File: config.mk
export PLATFORM = sky130hd
export DESIGN_NAME = message_language_lexer_unit
export DESIGN_NICKNAME = d
export VERILOG_FILES = /design/src/rtl/mlex_pkg.sv /design/src/rtl/mlex_front.sv /design/src/rtl/mlex_queue.sv /design/src/rtl/mlex_back.sv /design/src/rtl/message_language_lexer_unit.sv
export SDC_FILE = /design/constraint.sdc
export NUM_CORES = 1
export LEC_CHECK = 0
export ABC_AREA = 0
export BUFFER_PORTS_ARGS = -buffer_cell sky130_fd_sc_hd__buf_4
export CAP_MARGIN = 20
export CORE_ASPECT_RATIO = 1.1
export CORE_MARGIN = 1
export CORE_UTILIZATION = 65
export DETAILED_ROUTE_END_ITERATION = 8
export HOLD_SLACK_MARGIN = 0.05
export PLACE_DENSITY_LB_ADDON = 0.12
export SYNTH_ARGS = -nofsm -noshare
export SYNTH_HDL_FRONTEND = slang
export SYNTH_SLANG_ARGS = --single-unit
File: constraint.sdc
create_clock -name clk -period 9 [get_ports clk]
set_input_delay 0 -clock clk [delete_from_list [all_inputs] [get_ports clk]]
set_output_delay 0 -clock clk [all_outputs]
set_load 0.02 [all_outputs]
File: src/rtl/mlex_pkg.sv
`timescale 1ns / 1ps
// ----------------------------------------------------------------------------
// mlex_pkg
// Shared types and constants for the message language lexer: lexer modes,
// token kinds, result beats and the queue record between front and back.
// ----------------------------------------------------------------------------
package mlex_pkg;

  // width of the running byte position
  localparam int OFFSET_BITS = 32;
  localparam int POS_W       = OFFSET_BITS;
  localparam int LEN_W       = OFFSET_BITS + 1;

  // result queue depth
  localparam int QDEPTH = 4;
  localparam int QPTR_W = $clog2(QDEPTH);
  localparam int QCNT_W = $clog2(QDEPTH + 1);

  typedef enum logic [2:0] {
    MODE_IDLE    = 3'd0,
    MODE_WORD    = 3'd1,
    MODE_STRING  = 3'd2,
    MODE_SLASH   = 3'd3,
    MODE_COMMENT = 3'd4,
    MODE_SKIP    = 3'd5,
    MODE_BROKEN  = 3'd6,
    MODE_HALTED  = 3'd7
  } mode_t;

  typedef enum logic [2:0] {
    KIND_WORD    = 3'd0,
    KIND_STRING  = 3'd1,
    KIND_COMMENT = 3'd2,
    KIND_OPEN    = 3'd3,
    KIND_CLOSE   = 3'd4,
    KIND_UNTERM  = 3'd5,
    KIND_NEWLINE = 3'd6,
    KIND_UNREC   = 3'd7
  } kind_t;

  // one token report, offsets already saturated to 32 bits
  typedef struct packed {
    kind_t       kind;
    logic [31:0] start;
    logic [31:0] len;
  } res_t;

  // all results caused by one input byte
  typedef struct packed {
    logic two;
    res_t r0;
    res_t r1;
  } rec_t;

endpackage

File: src/rtl/mlex_front.sv
`timescale 1ns / 1ps
// ----------------------------------------------------------------------------
// mlex_front
// Lexer state machine: takes one source byte per cycle while the queue is not
// full, updates the mode and offsets, and pushes the one or two token reports it causes as one record.
// ----------------------------------------------------------------------------
module mlex_front (
  input  logic          clk,
  input  logic          rst_n,
  input  logic          in_tvalid,
  output logic          in_tready,
  input  logic [7:0]    in_tdata,   // [7:0] source_byte
  input  logic          in_tlast,   // end_of_file
  input  logic          q_full,
  output logic          push,
  output mlex_pkg::rec_t push_rec
);
  import mlex_pkg::*;

  localparam logic [7:0] CH_DQUOTE = 8'h22;
  localparam logic [7:0] CH_SQUOTE = 8'h27;
  localparam logic [7:0] CH_UNDER  = 8'h5F;
  localparam logic [7:0] CH_SLASH  = 8'h2F;
  localparam logic [7:0] CH_OPEN   = 8'h7B;
  localparam logic [7:0] CH_CLOSE  = 8'h7D;
  localparam logic [7:0] CH_LF     = 8'h0A;
  localparam logic [7:0] CH_CR     = 8'h0D;
  localparam logic [7:0] CH_TAB    = 8'h09;
  localparam logic [7:0] CH_SPACE  = 8'h20;
  localparam int         SAT_W     = (LEN_W > 32) ? LEN_W : 32;

  // outcome of a byte seen between tokens
  typedef struct packed {
    mode_t mode;
    logic  set_ts;
    logic  set_qs;
    logic  emit;
    kind_t kind;
    logic  len_one;
    logic  luw;
  } idle_t;

  function automatic logic is_space(input logic [7:0] b);
    return (b == CH_SPACE) || (b == CH_TAB) || (b == CH_LF) || (b == CH_CR);
  endfunction

  function automatic logic is_letter(input logic [7:0] b);
    return ((b >= 8'h61) && (b <= 8'h7A)) || ((b >= 8'h41) && (b <= 8'h5A));
  endfunction

  function automatic logic is_word_byte(input logic [7:0] b);
    return is_letter(b) || ((b >= 8'h30) && (b <= 8'h39)) || (b == CH_UNDER);
  endfunction

  function automatic logic [31:0] sat32(input logic [LEN_W-1:0] v);
    logic [SAT_W-1:0] e;
    e = SAT_W'(v);
    return (e > SAT_W'(33'h0_FFFF_FFFF)) ? 32'hFFFF_FFFF : e[31:0];
  endfunction

  function automatic idle_t idle_byte(input logic [7:0] b, input logic eof,
                                      input logic luw_in);
    idle_t r;
    r.mode    = MODE_IDLE;
    r.set_ts  = 1'b1;
    r.set_qs  = 1'b0;
    r.emit    = 1'b0;
    r.kind    = KIND_UNREC;
    r.len_one = 1'b0;
    r.luw     = luw_in;
    if (is_space(b)) begin
      r.set_ts = 1'b0;
    end else if ((b == CH_DQUOTE) || (b == CH_SQUOTE)) begin
      r.mode   = MODE_STRING;
      r.set_qs = 1'b1;
    end else if (is_letter(b)) begin
      r.mode = MODE_WORD;
      if (eof) begin
        r.emit    = 1'b1;
        r.kind    = KIND_WORD;
        r.len_one = 1'b1;
        r.luw     = 1'b0;
      end
    end else if (b == CH_SLASH) begin
      r.mode = MODE_SLASH;
      if (eof) begin
        r.emit = !luw_in;
        r.luw  = 1'b1;
      end
    end else if ((b == CH_OPEN) || (b == CH_CLOSE)) begin
      r.emit    = 1'b1;
      r.kind    = (b == CH_OPEN) ? KIND_OPEN : KIND_CLOSE;
      r.len_one = 1'b1;
      r.luw     = 1'b0;
    end else begin
      r.mode = MODE_SKIP;
      r.emit = !luw_in;
      r.luw  = 1'b1;
    end
    return r;
  endfunction

  mode_t            mode_r, mode_nxt;
  logic             qs_r, qs_nxt;
  logic [POS_W-1:0] ts_r, ts_nxt;
  logic [POS_W-1:0] pos_r, pos_nxt;
  logic             luw_r, luw_nxt;

  logic             accept;
  logic [7:0]       b;
  logic             eof;
  logic [7:0]       quote;
  logic             word_b;
  idle_t            idl;
  logic             use_idle;
  logic             luw_pre;
  logic             f_a, f_b, f_c;
  kind_t            kind_a;
  logic             inc_a;
  logic             zero_a;
  logic [LEN_W-1:0] len_a;
  res_t             res_a, res_b, res_c;

  assign in_tready = !q_full;
  assign accept    = in_tvalid && in_tready;
  assign b         = in_tdata;
  assign eof       = in_tlast;
  assign quote     = qs_r ? CH_SQUOTE : CH_DQUOTE;
  assign word_b    = is_word_byte(b);
  // a word ends before the idle handling of its ending byte
  assign luw_pre   = (mode_r == MODE_WORD) ? 1'b0 : luw_r;
  assign idl       = idle_byte(b, eof, luw_pre);

  // next state and the report from the current mode
  always_comb begin
    mode_nxt = mode_r;
    qs_nxt   = qs_r;
    ts_nxt   = ts_r;
    luw_nxt  = luw_r;
    use_idle = 1'b0;
    f_a      = 1'b0;
    kind_a   = KIND_WORD;
    inc_a    = 1'b0;
    zero_a   = 1'b0;
    case (mode_r)
      MODE_IDLE: begin
        use_idle = 1'b1;
      end
      MODE_WORD: begin
        if (word_b) begin
          if (eof) begin
            f_a     = 1'b1;
            inc_a   = 1'b1;
            luw_nxt = 1'b0;
          end
        end else begin
          f_a      = 1'b1;
          luw_nxt  = 1'b0;
          use_idle = 1'b1;
        end
      end
      MODE_STRING: begin
        if (b == quote) begin
          f_a      = 1'b1;
          kind_a   = KIND_STRING;
          inc_a    = 1'b1;
          luw_nxt  = 1'b0;
          mode_nxt = MODE_IDLE;
        end else if (b == CH_LF) begin
          mode_nxt = MODE_BROKEN;
        end
      end
      MODE_BROKEN: begin
        if (b == quote) begin
          f_a      = 1'b1;
          kind_a   = KIND_NEWLINE;
          zero_a   = 1'b1;
          mode_nxt = MODE_HALTED;
        end
      end
      MODE_SLASH: begin
        if (b == CH_SLASH) begin
          mode_nxt = MODE_COMMENT;
          if (eof) begin
            f_a     = 1'b1;
            kind_a  = KIND_COMMENT;
            inc_a   = 1'b1;
            luw_nxt = 1'b0;
          end
        end else begin
          f_a      = !luw_r;
          kind_a   = KIND_UNREC;
          zero_a   = 1'b1;
          luw_nxt  = 1'b1;
          mode_nxt = (b == CH_LF) ? MODE_IDLE : MODE_SKIP;
        end
      end
      MODE_COMMENT: begin
        if (b == CH_LF) begin
          f_a      = 1'b1;
          kind_a   = KIND_COMMENT;
          luw_nxt  = 1'b0;
          mode_nxt = MODE_IDLE;
        end else if (eof) begin
          f_a     = 1'b1;
          kind_a  = KIND_COMMENT;
          inc_a   = 1'b1;
          luw_nxt = 1'b0;
        end
      end
      MODE_SKIP: begin
        if (b == CH_LF) begin
          mode_nxt = MODE_IDLE;
        end
      end
      MODE_HALTED: begin
        mode_nxt = MODE_HALTED;
      end
      default: begin
        mode_nxt = mode_r;
      end
    endcase

    // byte handled as a token start
    if (use_idle) begin
      mode_nxt = idl.mode;
      luw_nxt  = idl.luw;
      if (idl.set_ts) begin
        ts_nxt = pos_r;
      end
      if (idl.set_qs) begin
        qs_nxt = (b == CH_SQUOTE);
      end
    end
  end

  assign f_b = use_idle && idl.emit;
  assign f_c = eof && ((mode_nxt == MODE_STRING) || (mode_nxt == MODE_BROKEN));

  // token length from its start, saturated on the way out
  assign len_a = {1'b0, pos_r} - {1'b0, ts_r} + LEN_W'(inc_a);

  assign res_a.kind  = kind_a;
  assign res_a.start = sat32({1'b0, ts_r});
  assign res_a.len   = zero_a ? 32'd0 : sat32(len_a);

  assign res_b.kind  = idl.kind;
  assign res_b.start = sat32({1'b0, pos_r});
  assign res_b.len   = idl.len_one ? 32'd1 : 32'd0;

  assign res_c.kind  = KIND_UNTERM;
  assign res_c.start = sat32({1'b0, ts_nxt});
  assign res_c.len   = 32'd0;

  // pack the reports in order into one record
  always_comb begin
    push_rec.r0  = f_a ? res_a : (f_b ? res_b : res_c);
    push_rec.r1  = (f_a && f_b) ? res_b : res_c;
    push_rec.two = (f_a && f_b) || ((f_a || f_b) && f_c);
  end

  assign push = accept && (f_a || f_b || f_c);

  // lexer state registers; end of file returns everything to reset
  always_ff @(posedge clk) begin
    if (!rst_n) begin
      mode_r <= MODE_IDLE;
      qs_r   <= 1'b0;
      ts_r   <= '0;
      pos_r  <= '0;
      luw_r  <= 1'b0;
    end else if (accept) begin
      mode_r <= eof ? MODE_IDLE : mode_nxt;
      qs_r   <= eof ? 1'b0 : qs_nxt;
      ts_r   <= eof ? '0 : ts_nxt;
      pos_r  <= pos_nxt;
      luw_r  <= eof ? 1'b0 : luw_nxt;
    end
  end

  // saturating byte position
  always_comb begin
    if (eof) begin
      pos_nxt = '0;
    end else if (pos_r != {POS_W{1'b1}}) begin
      pos_nxt = pos_r + POS_W'(1);
    end else begin
      pos_nxt = pos_r;
    end
  end

endmodule

File: src/rtl/mlex_queue.sv
`timescale 1ns / 1ps
// ----------------------------------------------------------------------------
// mlex_queue
// Short first-in first-out queue of result records between the lexer front
// and the output back end.
// ----------------------------------------------------------------------------
module mlex_queue (
  input  logic           clk,
  input  logic           rst_n,
  input  logic           push,
  input  mlex_pkg::rec_t push_rec,
  output logic           full,
  input  logic           pop,
  output mlex_pkg::rec_t head_rec,
  output logic           empty
);
  import mlex_pkg::*;

  rec_t              store_r [QDEPTH];
  logic [QPTR_W-1:0] wr_ptr_r, wr_ptr_nxt;
  logic [QPTR_W-1:0] rd_ptr_r, rd_ptr_nxt;
  logic [QCNT_W-1:0] cnt_r, cnt_nxt;
  logic              do_push;
  logic              do_pop;

  assign full     = (cnt_r == QCNT_W'(QDEPTH));
  assign empty    = (cnt_r == '0);
  assign do_push  = push && !full;
  assign do_pop   = pop && !empty;
  assign head_rec = store_r[rd_ptr_r];

  // pointer and fill count update
  always_comb begin
    wr_ptr_nxt = do_push ? wr_ptr_r + QPTR_W'(1) : wr_ptr_r;
    rd_ptr_nxt = do_pop ? rd_ptr_r + QPTR_W'(1) : rd_ptr_r;
    cnt_nxt    = cnt_r + QCNT_W'(do_push) - QCNT_W'(do_pop);
  end

  always_ff @(posedge clk) begin
    if (!rst_n) begin
      wr_ptr_r <= '0;
      rd_ptr_r <= '0;
      cnt_r    <= '0;
    end else begin
      wr_ptr_r <= wr_ptr_nxt;
      rd_ptr_r <= rd_ptr_nxt;
      cnt_r    <= cnt_nxt;
    end
  end

  // record storage
  always_ff @(posedge clk) begin
    if (do_push) begin
      store_r[wr_ptr_r] <= push_rec;
    end
  end

endmodule

File: src/rtl/mlex_back.sv
`timescale 1ns / 1ps
// ----------------------------------------------------------------------------
// mlex_back
// Output back end: splits each queued record into one or two result beats
// and holds them in an output register until taken.
// ----------------------------------------------------------------------------
module mlex_back (
  input  logic           clk,
  input  logic           rst_n,
  input  mlex_pkg::rec_t head_rec,
  input  logic           empty,
  output logic           pop,
  output logic           out_tvalid,
  input  logic           out_tready,
  output logic [63:0]    out_tdata,   // [31:0] start_offset, [63:32] token_length
  output logic [2:0]     out_tuser,   // [2:0] token_kind
  output logic           out_tlast    // last_of_run
);
  import mlex_pkg::*;

  logic  valid_r, valid_nxt;
  logic  sel_r, sel_nxt;
  res_t  res_r;
  logic  last_r;
  logic  load;
  logic  is_last;
  res_t  slot;

  assign load    = !empty && (!valid_r || out_tready);
  assign slot    = sel_r ? head_rec.r1 : head_rec.r0;
  assign is_last = sel_r || !head_rec.two;
  assign pop     = load && is_last;

  // beat selection within a record
  always_comb begin
    valid_nxt = valid_r;
    sel_nxt   = sel_r;
    if (load) begin
      valid_nxt = 1'b1;
      sel_nxt   = !is_last;
    end else if (out_tready) begin
      valid_nxt = 1'b0;
    end
  end

  always_ff @(posedge clk) begin
    if (!rst_n) begin
      valid_r <= 1'b0;
      sel_r   <= 1'b0;
    end else begin
      valid_r <= valid_nxt;
      sel_r   <= sel_nxt;
    end
  end

  // output payload register
  always_ff @(posedge clk) begin
    if (load) begin
      res_r  <= slot;
      last_r <= is_last;
    end
  end

  assign out_tvalid = valid_r;
  assign out_tdata  = {res_r.len, res_r.start};
  assign out_tuser  = res_r.kind;
  assign out_tlast  = last_r;

endmodule

File: src/rtl/message_language_lexer_unit.sv
`timescale 1ns / 1ps
// Path: a result beat passes through the result queue, then the output register.
// Throughput: one byte per cycle while the queue is not full; the output gives one
//   result beat per cycle while taken, so a byte with two results gives two beats (queue absorbs).
// Reset: synchronous rst_n returns the lexer to idle at offset 0 and empties
//   the result queue; no clearing pass.
// ----------------------------------------------------------------------------
// message_language_lexer_unit
// Streaming lexer for a small message language: words, strings, line
// comments and braces, with string and unrecognised-character errors.
// ----------------------------------------------------------------------------
module message_language_lexer_unit (
  input  logic        clk,
  input  logic        rst_n,
  input  logic        in_tvalid,
  output logic        in_tready,
  input  logic [7:0]  in_tdata,    // [7:0] source_byte
  input  logic        in_tlast,    // end_of_file
  output logic        out_tvalid,
  input  logic        out_tready,
  output logic [63:0] out_tdata,   // [31:0] start_offset, [63:32] token_length
  output logic [2:0]  out_tuser,   // [2:0] token_kind
  output logic        out_tlast    // last_of_run
);
  import mlex_pkg::*;

  logic push;
  rec_t push_rec;
  logic q_full;
  logic q_empty;
  logic pop;
  rec_t head_rec;

  mlex_front u_front (
    .clk       (clk),
    .rst_n     (rst_n),
    .in_tvalid (in_tvalid),
    .in_tready (in_tready),
    .in_tdata  (in_tdata),
    .in_tlast  (in_tlast),
    .q_full    (q_full),
    .push      (push),
    .push_rec  (push_rec)
  );

  mlex_queue u_queue (
    .clk      (clk),
    .rst_n    (rst_n),
    .push     (push),
    .push_rec (push_rec),
    .full     (q_full),
    .pop      (pop),
    .head_rec (head_rec),
    .empty    (q_empty)
  );

  mlex_back u_back (
    .clk        (clk),
    .rst_n      (rst_n),
    .head_rec   (head_rec),
    .empty      (q_empty),
    .pop        (pop),
    .out_tvalid (out_tvalid),
    .out_tready (out_tready),
    .out_tdata  (out_tdata),
    .out_tuser  (out_tuser),
    .out_tlast  (out_tlast)
  );

endmodule

==> Word level (Yosys, flattened, before mapping) <==
Memory sizes are Yosys's and may differ from the RTL's. A register that Yosys moved wholly into a read port is not among the register bits.
Cells that the tools add are included.
W data, S select, Z words.
{ "word_totals": {"mem_bits_rw": 540, "in_bits": 13, "out_inout_bits": 70, "wordCells": 179, "ff_bits": 146, "mem_count": 1} }
{ "memory_table": {"columns": ["memory", "depth", "width", "read_ports", "rd_clocked_by_memory_dff", "write_ports", "line_no", "text"], "rows": [
  ["u_queue.store_r", 4, 135, 1, 1, 1, "mlex_queue.sv:19", "rec_t store_r [QDEPTH];"]
]} }
{ "op_classes": {"reduce_logical": 46, "n_addsub": 7, "muxes": 78, "order_cmp": 7, "n_eq_ne": 26} }
{ "ops": {"columns": ["op", "n"], "rows": [
  ["$mux W67", 4],
  ["$mux W32", 7],
  ["$mux W3", 17],
  ["$add A33 B1 Y33", 1],
  ["$gt A33 B32 Y1 const B", 1],
  ["$mux W1", 33],
  ["$sub A32 B32 Y33", 1],
  ["$add A32 B1 Y32 const B", 1],
  ["$eq A8 B6 Y1 const B", 4],
  ["$ne A32 B32 Y1 const B", 1],
  ["$eq A8 B4 Y1 const B", 3],
  ["$eq A8 B7 Y1 const B", 3],
  ["$eq A3 B3 Y1 const B", 6],
  ["$mux W6", 3],
  ["$ge A8 B7 Y1 const B", 2],
  ["$le A8 B7 Y1 const B", 2],
  ["$pmux W3 S5", 1],
  ["$logic_or A1 B1 Y1", 14],
  ["$logic_and A1 B1 Y1", 13],
  ["$pmux W1 S4", 3],
  ["$pmux W3 S4", 1],
  ["$eq A3 B2 Y1 const B", 3],
  ["$eq A8 B8 Y1", 1],
  ["$ge A8 B6 Y1 const B", 1],
  ["other kinds (20)", 38]
]} }

==> Logic depth before layout (Yosys ltp) <==
Gate-level depths: netlist of the first run.
{ "depth": {"word_depth": 16, "ltp_mapped": 20, "mapped_depth_nobuf": 18} }

==> Modules after synthesis <==
Synthesis of the first run repeated with hierarchy kept, for this count alone.
{ "hier_totals": {"hier_cells": 1785, "hier_area_um2": 29623.4} }
{ "by_module_without_submodules": {"columns": ["module", "n_inst", "area_per_inst_um2", "seq_area_each_um2", "cells_each"], "rows": [
  ["mlex_queue", 1, 19917.9, 16395.7, 755],
  ["mlex_front", 1, 6722.7, 1381.3, 875],
  ["mlex_back", 1, 2982.9, 2082.0, 155]
]} }

==> Worst setup path before layout of the first run <==
No wires, ideal clock.
{ "synth_timing": {"path_kind": "register -> register", "startpoint": "register u_front.mode_r[1]", "endpoint": "memory u_queue.store_r[0][0] (netlist name), enable pin", "setup_ns": 0.475, "path_stages_with_launch": 10, "synth_period_minus_slack_ns": 5.029, "path_buffers": 1, "arrival_time_ns": 4.554, "setup_slack_ns": 3.971, "required_ns": 8.525, "path_cell_list": "dfxtp_1 -> or2_2 -> clkbuf_1 -> or2_2 -> nand2_1 -> a2bb2oi_2 -> or4b_4 -> and2_4 -> a21oi_4 -> and2_1"} }
{ "synth_via": {"elab_chain_len": 15, "elab_cells_between_ends": 37, "cone_classes": "eq/ne: 9; mux: 17; reduce/logical: 11"} }
{ "synth_lines": {"columns": ["element", "line_no", "text"], "rows": [
  ["start, declared", "mlex_front.sv:103", "mode_t mode_r, mode_nxt;"],
  ["start signal, assigned", "mlex_front.sv:273", "mode_r <= eof ? MODE_IDLE : mode_nxt;"],
  ["$eq A3 B1 Y1", "mlex_front.sv:131, mlex_front.sv:145", null],
  ["$mux W1", "mlex_front.sv:131", "assign luw_pre = (mode_r == MODE_WORD) ? 1'b0 : luw_r;"],
  ["$logic_not A1 Y1", "mlex_front.sv:87, mlex_front.sv:97", null],
  ["$mux W1, on equally long branches", "mlex_front.sv:90, mlex_front.sv:86", null],
  ["$mux W1", "mlex_front.sv:84", "end else if (b == CH_SLASH) begin"],
  ["$mux W6", "mlex_front.sv:76", "end else if (is_letter(b)) begin"],
  ["$mux W6", "mlex_front.sv:73", "end else if ((b == CH_DQUOTE) || (b == CH_SQUOTE)) begin"],
  ["$mux W7", "mlex_front.sv:71", "if (is_space(b)) begin"],
  ["$logic_and A1 B1 Y1", "mlex_front.sv:237", "assign f_b = use_idle && idl.emit;"],
  ["$logic_or A1 B1 Y1", "mlex_front.sv:262", "assign push = accept && (f_a || f_b || f_c);"],
  ["$logic_or A1 B1 Y1 (*)", "mlex_front.sv:262", null],
  ["$logic_and A1 B1 Y1 (*)", "mlex_front.sv:262", null],
  ["$logic_and A1 B1 Y1 (*)", "mlex_queue.sv:28", "assign do_push = push && !full;"],
  ["net u_queue.do_push", "mlex_queue.sv:23", "logic do_push;"],
  ["$mux W1 (*)", "mlex_queue.sv:53", "if (do_push) begin"],
  ["$mux W1 (not written as such) (*)", "mlex_queue.sv:54", "store_r[wr_ptr_r] <= push_rec;"],
  ["end, declared", "mlex_queue.sv:19", null]
]} }
Mark *: on every way through the listed nets, which the timed path passes. The rest lies on a longest branch.

==> results of run 1 <==
==> power by group through the flow <==
stage | Sequential [mW] | Clock (mW) | Combinational (mW)
floorplan | 3.70 | 0 | 0.936
global placement | 3.51 | 0 | 1.69
finish | 3.49 | 2.18 | 1.72
global route | 3.52 | 2.30 | 1.84
detailed placement | 3.54 | 0 | 1.73
CTS | 3.49 | 2.20 | 1.75
==> layout by cell type, fill, tap and decap left out, drive strengths merged, types with 4 or more instances in the layout <==
cell,netlist,routed
edfxtp,484,484
nand2,227,227
mux4,104,104
buf,29,100
o21ai,95,95
dfxtp,80,80
a21oi,75,75
ha,71,71
nor2,71,71
clkbuf,59,70
inv,56,59
and2,50,50
nor2b,43,43
xor2,43,43
a22oi,35,35
nand3,27,27
xnor2,23,23
clkinv,1,23
a21o,18,18
nor3,14,14
nand4,13,13
and3,10,10
dlygate4sd3,0,10
or3,10,10
nor4,8,8
or2,6,6
a211oi,6,6
nor3b,6,6
o211ai,6,6
o21a,5,5
a211o,5,5
mux2i,5,5
a21boi,4,4
o21bai,4,4
==> layer usage <==
metal  share of wire (%)  vias up  global-route usage [%]
met5                   0        -                       0
met4                 2.5        0                    8.25
met3                 5.6      100                    4.53
met2                  50      497                    48.1
met1                  42     7383                    38.7
li1                    -     6680                       -
==> through the flow <==
step / std cells / setup WS (ps)
after floorplan: 1735 / 3970
after global placement: 2241 / 4220
after detailed placement: 2241 / 4060
after CTS: 2352 / 4110
after global routing: 2352 / 3770
final: 2352 / 4050
==> cells by family (layout without fill, tap and decap cells) <==
logic type	after synthesis	in the layout	synth area share [%]
simple gates	502	502	9.73
mux	111	111	9.76
fa+ha+maj	73	73	3.75
xor+xnor	66	66	2.34
buf+inv	145	268	2.31
compound gates	274	274	6.89
flops	564	564	65.2
==> area by class of cell <==
| class | instances | share of cell area [%] |
|---|---|---|
| Sequential cell | 564 | 58.5 |
| Multi-Input combinational cell | 1026 | 29.2 |
| Clock buffer | 70 | 5.19 |
| Timing Repair Buffer | 110 | 3.09 |
| Tap cell | 494 | 2.24 |
| Clock inverter | 31 | 0.921 |
| Inverter | 57 | 0.780 |
==> final timing paths <==
| check | to | slack [ps] | cells after the start |
|---|---|---|---|
| worst min-delay path | u_queue.store_r[2][64] | 90 | 4 |
| worst max register to register | u_queue.store_r[2][87] | 4160 | 17 |
| worst min register to register | u_queue.wr_ptr_r[1] | 520 | 2 |
| worst max-delay path | u_queue.store_r[2][87] | 4050 | 19 |
==> flip-flops by register name, summed over array words and instances (netlist names), named ones only <==
signal / count
u_front.mode_r: 3
u_back.out_tlast: 1
u_front.ts_r: 32
u_front.qs_r: 1
u_back.out_tdata: 64
u_queue.rd_ptr_r: 2
u_front.pos_r: 32
u_queue.cnt_r: 3
u_back.out_tuser: 3
u_front.luw_r: 1
u_back.out_tvalid: 1
u_back.sel_r: 1
u_queue.wr_ptr_r: 2
u_queue.store_r: 416
==> critical path, cell delays in order <==
cell and delay, ps:
dlygate4sd3_1 530, buf_4 180, or3b_1 500, nor3_1 710, a21oi_1 180, o31ai_1 240
a21o_1 180, ha_1 220, fa_1 230, a21oi_1 100, nor3b_1 250, o21ai_0 120
nand2_1 140, o211ai_1 150, a31oi_1 230, o22ai_1 130, xnor2_2 500, buf_4 420
a21oi_1 220
==> impl_metrics.yaml, run 1 <==
status:
  status: "finished clean"
placement:
  port_buffers: 82
  placed_area_um2: 25800
  dp_hpwl_um: 32300
  gp_congestion: 0.899
worst_setup_path:
  cp.required_ps: 9280
  start_kind: "input port"
  crit_fanout: 23
  worstSetupPathType: "input port to flop"
  r2r-start: "u_front.qs_r"
  arrival_ps: 5240
  worstSetupStartpoint: "in_tdata[7]"
  cp-end-kind: "flop"
clock_network:
  cts.repair.resized: 0
  cts_tree: "done"
  cts.hold.buffers_added: 10
  clockBufferDepth: 3
  clk-insertion-delay-late_ps: 620
  htreeDepth: 2
  cts_buffers: 54
  clk_pin_slew_ps: 60
  cts_setup_buffers: 0
  cts.sinks: 564
  cts_root_buffer: "clkbuf_16"
drt:
  firstDrtPassIters: 6
  viasPerCell: 6.23
  wirelength_um: 54000
  drt_iter0_markers: 1494
  drc: 0
  wl_per_cell_um: 23.0
  vias: 14700
  drtAntennaViolNets: 0
job:
  drv_cap: 0
finish:
  utilization_pct: 73.9
  area_growth_pct: 11.5
  stdcell_area_um2: 27600
  fin_nets: 1899
  drive_above_1_share_pct: 17.0
  multi_input_area_um2: 8070
  num_antenna_cells: 0
  fillCellCount: 2382
  register_area_um2: 16100
die:
  dieArea_um2: 38800
  die_y_um: 207
  start_util_pct: 66.3
  die_w_um: 188
  coreArea_um2: 37300
  pin_count: 83
  num_rows: 74
synth:
  ys_async_sr_fraction_pct: 0
  synth_area_um2: 24700
  synthCells: 1735
  ys.flop_type: "edfxtp_1"
  synth.largest_area_cell: "edfxtp_1"
  synth_most_common_cell: "edfxtp_1"
  synthesis.nets: 1821
  synth-edff-count: 484
  ys_top_cells_by_area: "edfxtp_1, mux4_2, dfxtp_1, ha_1, nand2_1"
  synth-seq-cells: 564
  seq_area_frac_synth_pct: 65.2
  yosys_warnings: 0
  synthTopCellsByCount: "edfxtp_1, nand2_1, mux4_2"
  synth_cell_types: 68
  yosysTopAreaCellShare_pct: 58.8
  avgSynthCellArea_um2: 14.3
power:
  power_density_nw_per_um2: 268
  seq_power_share_pct: 47.2
  power_leakage_nw: 9.56
  switchingPower_mw: 2.16
  p_total_mw: 7.39
  p_int_mw: 5.23
  switching_share_pct: 29.2
  p_clk_share_pct: 29.5
  ir_drop_mv: 0.255
  combPwrFrac_pct: 23.3
sta:
  holdWs_ps: 89.6
  worst_pin_slew_ps: 1010
  finalSetupViolations: 0
  grt_setup_unrepaired: "false"
  fin_crit_ps: 4950
  finalSetupTns_ps: 0
  maxSlewHeadroom_pct: 32.5
  finalHoldViolCount: 0
  fin_skew_ps: 17.2
  drv_slew: 0
  fin_crit_sh_pct: 55.0
  fmax_ghz: 0.202
min_path:
  min-delay-start: "in_tdata[6]"
  hold_class: "input port to flop"
global_route:
  grt_pass1_vias: 14700
  globalRouteTotalUtil_pct: 28.5
  antenna_found_initial: 0
  grt_pass1_wl_um: 83500
  grt_max_degree: 71
  gr-total-overflow: 0
No activity file was read; power rests on OpenSTA's default activity.
==> run 2: changes to the inputs <==
CORE_UTILIZATION = 56   (was 65)
clock period = 4.18 ns   (was 9 ns; I/O delays follow)
==> impl_metrics.yaml, run 2 (synthesis results as in run 1) <==
status:
  status: "finished clean"
die:
  start_util_pct: 56.9
  coreArea_um2: 43400
  pin_count: 83
  dieArea_um2: 45000
  die_y_um: 222
  num_rows: 80
  die_w_um: 202
global_route:
  grt_pass1_wl_um: 82100
  grt_pass1_vias: 14700
  grt_max_degree: 104
  gr-total-overflow: 0
  globalRouteTotalUtil_pct: 24.0
  antenna_found_initial: 0
power:
  power_density_nw_per_um2: 567
  power_leakage_nw: 9.78
  ir_drop_mv: 0.525
placement:
  gp_congestion: 0.880
  port_buffers: 82
  preCtsSetupSlack_ps: -83.2
  dp_hpwl_um: 32800
  dp.cells: 2347
  placed_area_um2: 26200
drt:
  drc: 0
  vias: 14600
  viasPerCell: 5.93
  drtAntennaViolNets: 0
  wirelength_um: 53100
  drt_iter0_markers: 1173
  wl_per_cell_um: 21.6
  firstDrtPassIters: 5
finish:
  utilization_pct: 64.9
  register_area_um2: 16100
  multi_input_area_um2: 8160
  fillCellCount: 3148
  stdcell_count: 2463
  final_common_cell: "edfxtp_1"
  drive_above_1_share_pct: 18.8
  regMostFlops: "u_queue.store_r"
  area_growth_pct: 14.0
  fin_nets: 1930
  num_antenna_cells: 0
  largest_reg_flops: 416
  stdcell_area_um2: 28200
  layout_common_cells: "edfxtp_1, nand2_1, buf_4"
sta:
  fin_crit_sh_pct: 95.9
  layout_setup_ws_ps: 171
  finalHoldViolCount: 0
  worst_pin_slew_ps: 1010
  finalSetupViolations: 0
  fmax_ghz: 0.249
  maxSlewHeadroom_pct: 32.3
  fin_skew_ps: 30.9
  drv_slew: 0
  fin_crit_ps: 4010
clock_network:
  clk-insertion-delay-late_ps: 610
  clk_pin_slew_ps: 60
  cts_tree: "done"
  cts_root_buffer: "clkbuf_16"
  htreeDepth: 2
  clockBufferDepth: 3
  cts.sinks: 564
  cts_buffers: 53
worst_setup_path:
  worstSetupEndpoint: "u_queue.store_r[2][74]"
  r2r-start: "u_front.qs_r"
  crit_fanout: 5
  cp.required_ps: 4500
  arrival_ps: 4330
  start_kind: "flop"
  r2r_setup_slack_ps: 170
  r2r-end: "u_queue.store_r[2][74]"
  worstSetupPathType: "flop to flop"
  worstSetupStartpoint: "u_front.qs_r"
  cp-end-kind: "flop"
  ff2ff_path_depth: 18
min_path:
  hold_class: "input port to flop"
job:
  drv_cap: 0
[run 2: cell count changes in the layout (fill, tap and decap cells not counted), moves of 3 or more]
cell | previous run | this run
o21ai_1 | 2 | 5
o21ai_0 | 92 | 89
clkinv_1 | 8 | 2
a21oi_2 | 0 | 8
dlygate4sd3_1 | 10 | 13
buf_4 | 100 | 115
clkbuf_8 | 2 | 7
clkbuf_1 | 14 | 22
buf_12 | 0 | 12
a21oi_1 | 74 | 66
clkinv_2 | 13 | 9
[run 2: final cells by class]
class | count | share of cell area, %
clock buffer | 84 | 5.51
clock inverter | 16 | 0.577
inverter | 57 | 0.763
multi-input combinational | 1026 | 28.9
sequential | 564 | 57.2
tap | 574 | 2.55
timing repair buffer | 142 | 4.43
[run 2: layer usage]
metal,track usage (%),vias to the layer above,routed length [µm]
li1,-,6736,-
met1,33.8,7356,23100
met2,39.0,451,25900
met3,4.08,69,3240
met4,6.21,0,951
met5,0,-,0
[run 2: timing repair]
action                                  in CTS  in global routing
hold buffers                                13                  0
pin swaps                                    0                  6
hold endpoints to repair                    62                  0
gates cloned                                 0                  1
endpoints found under the setup margin      63                128
setup buffers                                0                  2
resized for setup                            3                 18
[run 2: power by group]
group / switching (mW) / internal [mW] / total, mW / leakage, nW
clock: 1.99 / 2.74 / 4.73 / 0.840
combinational: 2.30 / 1.56 / 3.86 / 3.73
sequential: 0.253 / 7.16 / 7.41 / 5.21
total: 4.54 / 11.5 / 16.0 / 9.78
[run 2: worst min-delay path by stage]
stage / startpoint / endpoint / slack [ps] / depth (start not counted)
3_5_place_dp: out_tready / u_back.out_tvalid / 290 / 4
6_report: in_tdata[6] / u_queue.store_r[3][64] / 170 / 5
4_1_cts: in_tdata[5] / u_queue.store_r[3][64] / 130 / 4
5_1_grt: in_tdata[5] / u_queue.store_r[3][64] / 190 / 4
3_3_place_gp: out_tready / u_back.out_tvalid / 280 / 4
2_1_floorplan: out_tready / u_back.out_tvalid / 190 / 3
[run 2: per-stage QoR]
stage               setup TNS [ps]  hold WS [ps]  total power [mW]
floorplan                        0           189              9.96
global placement                 0           281              11.3
detailed placement           -1380           288              11.4
CTS                              0           135              16.1
global route                  -334           185              16.7
finish                           0           167              16.0
[run 2: critical path, cell delays in order (launching register included)]
cell and delay [ps]:
dfxtp_1 320, or3_1 410, a2111oi_4 340, and3_1 230, nor2b_2 160, a21o_1 160
ha_4 180, fa_1 210, a21oi_2 80, nor3b_2 200, o21ai_0 100, nand2_1 110
o211ai_1 140, a31oi_1 230, o22ai_2 120, xnor2_2 200, buf_4 170, buf_2 200
a21oi_1 140
